### config.mk
export PLATFORM = sky130hd
export DESIGN_NAME = spn_block_encrypt_16bit_top
export DESIGN_NICKNAME = d
export VERILOG_FILES = /design/src/design/spnbe16_pkg.sv /design/src/design/spnbe16_round.sv /design/src/design/spnbe16_cipher.sv /design/src/design/spn_block_encrypt_16bit_top.sv
export SDC_FILE = /design/constraint.sdc
export NUM_CORES = 1
export LEC_CHECK = 0
export ABC_AREA = 0
export ABC_CLOCK_PERIOD_IN_PS = 10000
export BUFFER_PORTS_ARGS = -buffer_cell sky130_fd_sc_hd__buf_2
export CORE_UTILIZATION = 55
export CTS_BUF_LIST = sky130_fd_sc_hd__clkbuf_2
export DETAILED_ROUTE_END_ITERATION = 8
export PLACE_DENSITY = 0.8
export SLEW_MARGIN = 0
export SYNTH_ARGS = -nofsm -noshare
export SYNTH_HDL_FRONTEND = slang
export SYNTH_HIERARCHICAL = 1
export SYNTH_SLANG_ARGS = --single-unit
### constraint.sdc
create_clock -name clk_i -period 10 [get_ports clk_i]
set_input_delay 2.5 -clock clk_i [delete_from_list [all_inputs] [get_ports clk_i]]
set_output_delay 2.5 -clock clk_i [all_outputs]
set_load 0.01 [all_outputs]
### src/design/spnbe16_pkg.sv
// ----------------------------------------------------------------------------
// spnbe16_pkg
// Shared constants and helper functions for the 16-bit SPN block cipher:
// block and key widths, the 4-bit S-box and the bit transposition.
// ----------------------------------------------------------------------------
package spnbe16_pkg;

  localparam int unsigned BLOCK_W   = 16;
  localparam int unsigned KEY_W     = 32;
  localparam int unsigned NIBBLE_W  = 4;
  localparam int unsigned NIBBLES   = BLOCK_W / NIBBLE_W;
  localparam int unsigned NUM_ROUNDS = 4;
  // Round keys slide by one nibble per round.
  localparam int unsigned KEY_STEP  = NIBBLE_W;

  typedef logic [BLOCK_W-1:0]  block_t;
  typedef logic [KEY_W-1:0]    key_t;
  typedef logic [NIBBLE_W-1:0] nibble_t;

  localparam nibble_t SBOX [16] = '{
    4'h8, 4'hC, 4'hB, 4'h3, 4'h7, 4'h9, 4'h1, 4'h4,
    4'hE, 4'h6, 4'h0, 4'hD, 4'h2, 4'hF, 4'h5, 4'hA
  };

  // Apply the S-box to every nibble of the block.
  function automatic block_t sub_nibbles(block_t v);
    block_t o;
    o = '0;
    for (int n = 0; n < NIBBLES; n++) begin
      o[n*NIBBLE_W +: NIBBLE_W] = SBOX[v[n*NIBBLE_W +: NIBBLE_W]];
    end
    return o;
  endfunction

  // Bit i of nibble j moves to bit j of nibble i (4x4 bit-matrix transpose).
  function automatic block_t transpose(block_t v);
    block_t o;
    o = '0;
    for (int a = 0; a < NIBBLE_W; a++) begin
      for (int b = 0; b < NIBBLES; b++) begin
        o[a*NIBBLE_W + b] = v[b*NIBBLE_W + a];
      end
    end
    return o;
  endfunction

endpackage

### src/design/spnbe16_round.sv
// ----------------------------------------------------------------------------
// spnbe16_round
// One cipher round core: round key mix followed by the nibble S-box layer.
// ----------------------------------------------------------------------------
module spnbe16_round (
  input  spnbe16_pkg::block_t state_i,
  input  spnbe16_pkg::block_t round_key_i,
  output spnbe16_pkg::block_t state_o
);

  assign state_o = spnbe16_pkg::sub_nibbles(state_i ^ round_key_i);

endmodule

### src/design/spnbe16_cipher.sv
// ----------------------------------------------------------------------------
// spnbe16_cipher
// Combinational round chain: four key-mix/S-box rounds, a transposition after
// each of the first three and a final whitening key after the last.
// ----------------------------------------------------------------------------
module spnbe16_cipher (
  input  spnbe16_pkg::block_t plain_i,
  input  spnbe16_pkg::key_t   key_i,
  output spnbe16_pkg::block_t cipher_o
);

  localparam int unsigned NumRounds = spnbe16_pkg::NUM_ROUNDS;
  localparam int unsigned KeyW      = spnbe16_pkg::KEY_W;
  localparam int unsigned BlockW    = spnbe16_pkg::BLOCK_W;
  localparam int unsigned KeyStep   = spnbe16_pkg::KEY_STEP;

  spnbe16_pkg::block_t chain [NumRounds+1];
  spnbe16_pkg::block_t subbed [NumRounds];

  assign chain[0] = plain_i;

  for (genvar r = 0; r < NumRounds; r++) begin : g_round
    spnbe16_round u_round (
      .state_i     (chain[r]),
      .round_key_i (key_i[KeyW-1-KeyStep*r -: BlockW]),
      .state_o     (subbed[r])
    );

    if (r == NumRounds - 1) begin : g_last
      // Last round: whitening key instead of the transposition.
      assign chain[r+1] = subbed[r] ^ key_i[KeyW-1-KeyStep*(r+1) -: BlockW];
    end else begin : g_mid
      assign chain[r+1] = spnbe16_pkg::transpose(subbed[r]);
    end
  end

  assign cipher_o = chain[NumRounds];

endmodule

### src/design/spn_block_encrypt_16bit_top.sv
// ----------------------------------------------------------------------------
// spn_block_encrypt_16bit_top
// 16-bit four-round SPN encryptor with a configurable 32-bit master key.
// ----------------------------------------------------------------------------
// One plaintext block enters per cycle while plain_stall_o is low. The block
// is captured in an input register, all four rounds are evaluated in one
// combinational pass, and the ciphertext is held in an output
// register. Throughput is one block per cycle; back-pressure on the output
// stalls the input only when both registers are full. The key register is
// always ready and should be written only while no transaction is in flight.
// ----------------------------------------------------------------------------
module spn_block_encrypt_16bit_top (
  input  logic                clk_i,
  input  logic                rst_ni,
  // Key write channel
  input  logic                cfg_valid_i,
  output logic                cfg_ready_o,
  input  spnbe16_pkg::key_t   cipher_key_i,
  // Plaintext channel
  input  logic                plain_valid_i,
  output logic                plain_stall_o,
  input  spnbe16_pkg::block_t plain_block_i,
  // Ciphertext channel
  output logic                cipher_valid_o,
  input  logic                cipher_stall_i,
  output spnbe16_pkg::block_t cipher_block_o
);

  spnbe16_pkg::key_t   key_q;
  spnbe16_pkg::block_t in_data_q;
  logic                in_valid_q;
  spnbe16_pkg::block_t out_data_q, out_data_d;
  logic                out_valid_q;
  logic                out_adv, in_adv;

  assign cfg_ready_o = 1'b1;

  always_ff @(posedge clk_i or negedge rst_ni) begin
    if (!rst_ni) begin
      key_q <= '0;
    end else if (cfg_valid_i && cfg_ready_o) begin
      key_q <= cipher_key_i;
    end
  end

  // Output stage moves when empty or drained; input stage when it can hand off.
  assign out_adv       = !out_valid_q || !cipher_stall_i;
  assign in_adv        = !in_valid_q || out_adv;
  assign plain_stall_o = !in_adv;

  always_ff @(posedge clk_i or negedge rst_ni) begin
    if (!rst_ni) begin
      in_valid_q <= 1'b0;
    end else if (in_adv) begin
      in_valid_q <= plain_valid_i;
    end
  end

  always_ff @(posedge clk_i) begin
    if (in_adv && plain_valid_i) begin
      in_data_q <= plain_block_i;
    end
  end

  spnbe16_cipher u_cipher (
    .plain_i  (in_data_q),
    .key_i    (key_q),
    .cipher_o (out_data_d)
  );

  always_ff @(posedge clk_i or negedge rst_ni) begin
    if (!rst_ni) begin
      out_valid_q <= 1'b0;
    end else if (out_adv) begin
      out_valid_q <= in_valid_q;
    end
  end

  always_ff @(posedge clk_i) begin
    if (out_adv && in_valid_q) begin
      out_data_q <= out_data_d;
    end
  end

  assign cipher_valid_o = out_valid_q;
  assign cipher_block_o = out_data_q;

endmodule
### Word level (Yosys, flattened, before mapping)

Memories as Yosys holds them, arrays and structs flattened.
Cells that the tools add are included.

* magnitude comparators: 16
* reductions and logical operators: 8
* bitwise logic cells: 21
* multiplexer cells: 32

Operators with widths (count)
* $mux 4: 32
* $ge 5x5->1 const B: 16
* $not 4->5: 16
* $xor 16x16->16: 5
* $logic_not 1->1: 4
* $logic_and 1x1->1: 2
* $logic_or 1x1->1: 2

* bits in registers: 66
* bits in read-only memories: 1024
* input bits: 53
* memories: 16
* output and inout bits: 19

Memory list
* (name not given): words 16, bits a word 4, read ports 1, clocked after memory_dff 0, write ports 0, RTL line spnbe16_pkg.sv:30 `o[n*NIBBLE_W +: NIBBLE_W] = SBOX[v[n*NIBBLE_W +: NIBBLE_W]];`
* (name not given): words 16, bits a word 4, read ports 1, clocked after memory_dff 0, write ports 0, RTL line spnbe16_pkg.sv:30
* (name not given): words 16, bits a word 4, read ports 1, clocked after memory_dff 0, write ports 0, RTL line spnbe16_pkg.sv:30
* (name not given): words 16, bits a word 4, read ports 1, clocked after memory_dff 0, write ports 0, RTL line spnbe16_pkg.sv:30
* (name not given): words 16, bits a word 4, read ports 1, clocked after memory_dff 0, write ports 0, RTL line spnbe16_pkg.sv:30
* (name not given): words 16, bits a word 4, read ports 1, clocked after memory_dff 0, write ports 0, RTL line spnbe16_pkg.sv:30
* 10 more memories

### Depth between registers and ports, before layout

* depth after elaboration: 21
* mapped depth: 26
* gate-level depth less buffers: 25

### Hierarchy

Netlist, hierarchy kept.

By module, submodules not included
* spn_block_encrypt_16bit_top: instances 1, cells each 110, area an instance 2403.6 µm², sequential area each 1811.7 µm²
* spnbe16_round (u_cipher.g_round[0].u_round ...): instances 2, cells each 97, area an instance 890.9 µm², sequential area each 0.0 µm²
* spnbe16_round (u_cipher.g_round[2].u_round ...): instances 2, cells each 97, area an instance 883.3 µm², sequential area each 0.0 µm²
* spnbe16_cipher: instances 1, cells each 32, area an instance 260.2 µm², sequential area each 0.0 µm²

### Worst setup path after synthesis

No wires, ideal clock.

* kind: register -> register
* start: register key_q[20]
* end: register out_data_q[0] (netlist: cipher_block_o[0]), data pin
* cell stages (with the launch flop): 20
* slack: 4.563 ns
* clock period less this slack: 5.437 ns
* required time: 9.749 ns
* path buffers: 1
* arrival: 5.186 ns
* cell sequence: dfrtp_1 -> xor2_1 -> ha_1 -> mux4_2 -> xnor2_1 -> inv_1 -> ha_1 -> inv_1 -> mux2i_1 -> mux2i_1 -> xor2_1 -> ha_1 -> mux4_2 -> xnor2_1 -> inv_1 -> ha_1 -> mux4_1 -> inv_1 -> xor2_1 -> buf_4

RTL lines
* from (decl): RTL line spn_block_encrypt_16bit_top.sv:29 `spnbe16_pkg::key_t key_q;`
* from (signal assigned): RTL line spn_block_encrypt_16bit_top.sv:42 `key_q <= cipher_key_i;`
* to (signal assigned): RTL line spn_block_encrypt_16bit_top.sv:81 `out_data_q <= out_data_d;`
* to (decl): RTL line spn_block_encrypt_16bit_top.sv:32 `spnbe16_pkg::block_t out_data_q, out_data_d;`

==> impl_metrics.yaml <==
setup_path:
  worst_r2r_startpoint: "key_q[20]"
  r2r_cells: 18
  reg2reg_to: "cipher_block_o[0]"
  r2r_setup_slack_ns: 3.92
  cp.required_ns: 10.28
  worstSetupPathType: "flop to flop"
  cp.arrival_ns: 6.36
  start_kind: "flop"
  cp_max_fo: 8
  endpoint_kind: "flop"
synth:
  synthAdderAreaFrac_pct: 14.5
  netlist_area_sq_um: 6210
  syn_inst: 530
  synth.avg_cell_area_sq_um: 11.7
  synth_compound_area_share_pct: 5.08
  synth_top_family_by_area: "multiplexers"
  ys_seq_elements: 66
  synth_xor_area_share_pct: 17.8
  synthesis.nets: 655
  synth.distinct_cells: 32
  synthMuxAreaShare_pct: 21.9
  ys_seq_area_share_pct: 29.2
  synthSimpleGateAreaFrac_pct: 3.91
  ys.warnings.count: 6
clocking:
  clk_latency_ns: 0.52
  postCtsHoldBufs: 0
  clock-sinks: 66
  clock_path_buffers: 2
  h-tree-depth: 3
  cts_setup_buffers: 0
  clockRootBuffer: "clkbuf_2"
  cts_tree: "built"
  cts_made_buffers: 9
  cts_resized: 0
  path_clk_slew_ns: 0.21
die:
  die_w_um: 108
  die_h_um: 108
  dieArea_sq_um: 11700
  coreArea_sq_um: 10900
  row_count: 38
  ios: 72
  start_util_pct: 56.8
grt:
  grt_overflow_total: 0
  grt_pass1_vias: 3841
  grt_antenna_before_repair: 0
  grt_max_degree: 35
  grt_usage_pct: 20.5
  grt_pass1_wl_um: 18400
final_layout:
  syn_to_final_growth_pct: 8.38
  multi_input_area_sq_um: 3930
  final_cell_mix: "inv_1 (73), ha_1 (72), buf_2 (70)"
  fin_cells: 736
  n_antenna_cell: 0
  final_nets: 716
  layout-drive-gt1-share_pct: 24.2
  final_util_pct: 61.6
  fill_cells: 904
  register_area_sq_um: 1810
  final_common_cell: "inv_1"
drt:
  routed_via_density: 5.34
  wl_per_cell_um: 15.5
  drtIter0Drc: 164
  totalWireLength_um: 11400
  dr.pass1.iters: 5
  vias: 3928
  drc: 0
  final_antenna_net_count: 0
hold_path:
  min-delay-start: "in_valid_q"
  hp-class: "flop to flop"
  min_to: "cipher_valid_o"
  holdPathStages: 1
sta:
  period_share_pct: 60.8
  fin_skew_ns: 0.0262
  max_freq_mhz: 164
  setup_violations: 0
  slew_headroom_pct: 29.3
  hold_viol: 0
  finalSetupTns_ns: 0
  rsz0062_at_grt: "no"
  tightest_slew_ns: 1.06
  slew_violations: 0
  min_period_ns: 6.08
placed_design:
  gp_congestion: 0.833
  io_buffers: 70
  post-place-cells: 720
  dpl.hpwl_um: 8920
run_status:
  status: "finished clean"
run:
  maxCapViolations: 0
## critical path, stage by stage, from the launching register on
cell and delay, ns:
dfrtp_1 0.47, xor2_1 0.50, ha_1 0.35, mux4_2 0.47, xnor2_1 0.42, inv_1 0.19
ha_1 0.22, inv_1 0.07, mux2i_1 0.07, mux2i_1 0.17, xor2_1 0.50, ha_1 0.34
mux4_2 0.47, xnor2_1 0.41, inv_1 0.19, ha_1 0.37, mux4_1 0.50, inv_1 0.08
xor2_1 0.06
## cell usage after synthesis
cell	instances	area [sq um]
inv_1	73	274
ha_1	72	901
mux2i_1	52	521
xnor2_1	49	429
xor2_1	47	412
dfrtp_1	34	851
edfxtp_1	32	961
mux2_4	30	450
nor2_1	20	75.1
buf_4	17	128
a311oi_1	16	140
mux4_2	14	315
nor3_1	8	40.0
nor3b_1	8	60.1
o21ai_0	8	40.0
xnor2_4	6	165
a21boi_0	5	37.5
and2_1	5	31.3
xnor2_2	5	81.3
a21oi_1	4	20.0
and3_1	4	25.0
o2bb2ai_1	4	35.0
o32ai_1	4	35.0
buf_12	3	60.1
mux2_2	2	22.5
mux4_1	2	52.6
a21o_1	1	7.51
buf_6	1	11.3
conb_1	1	3.75
nand2b_1	1	6.26
nand3_1	1	5.00
xor2_2	1	16.3
## worst max path at each step
stage	slack [ns]	start	endpoint
after global routing	3.47	key_q[20]	cipher_block_o[0]
after floorplan	4.56	key_q[20]	cipher_block_o[0]
after detailed placement	4.06	key_q[20]	cipher_block_o[0]
final	3.92	key_q[20]	cipher_block_o[0]
after CTS	3.99	key_q[20]	cipher_block_o[0]
after global placement	4.41	key_q[20]	cipher_block_o[0]
## registers in the layout (all words and copies together), names as in the netlist
signal	count
in_valid_q	1
cipher_valid_o	1
in_data_q	16
key_q	32
cipher_block_o	16
## kinds of logic (layout without fill, tap and decap cells)
| family | Yosys count | in the layout |
|---|---|---|
| AO/OA/AOI/OAI | 42 | 42 |
| XOR/XNOR | 108 | 108 |
| adder cells (fa/ha/maj) | 72 | 72 |
| buffers and inverters | 94 | 160 |
| flip-flops | 66 | 66 |
| multiplexers | 100 | 100 |
| other | 1 | 1 |
| AND/OR/NAND/NOR | 47 | 47 |
## area by class of cell
cell class                      count  area share, %
Clock inverter                      7           2.10
Multi-Input combinational cell    370           58.3
Timing Repair Buffer               71           5.31
Sequential cell                    66           26.9
Clock buffer                        9          0.669
Tap cell                          140           2.60
Inverter                           73           4.07
## through the flow
stage / hold WS (ns) / setup slack, ns / instance area [sq um]
after CTS: 0.540 / 3.99 / 6730
after detailed placement: 0.458 / 4.06 / 6550
after global routing: 0.574 / 3.47 / 6730
after global placement: 0.448 / 4.41 / 6550
final: 0.531 / 3.92 / 6730
after floorplan: 0.442 / 4.56 / 6210
## routing by layer
metal / vias to the layer above / part of all wire, % / global-route usage [%]
li1: 1929 / - / -
met1: 1900 / 44 / 24.7
met2: 88 / 51 / 36.9
met3: 11 / 4.0 / 4.28
met4: 0 / 1.2 / 5.12
met5: - / 0 / 0
Power is left out: the tool's default activity adds up to more than one toggle a clock period on the data nets, which glitch-free logic cannot reach.
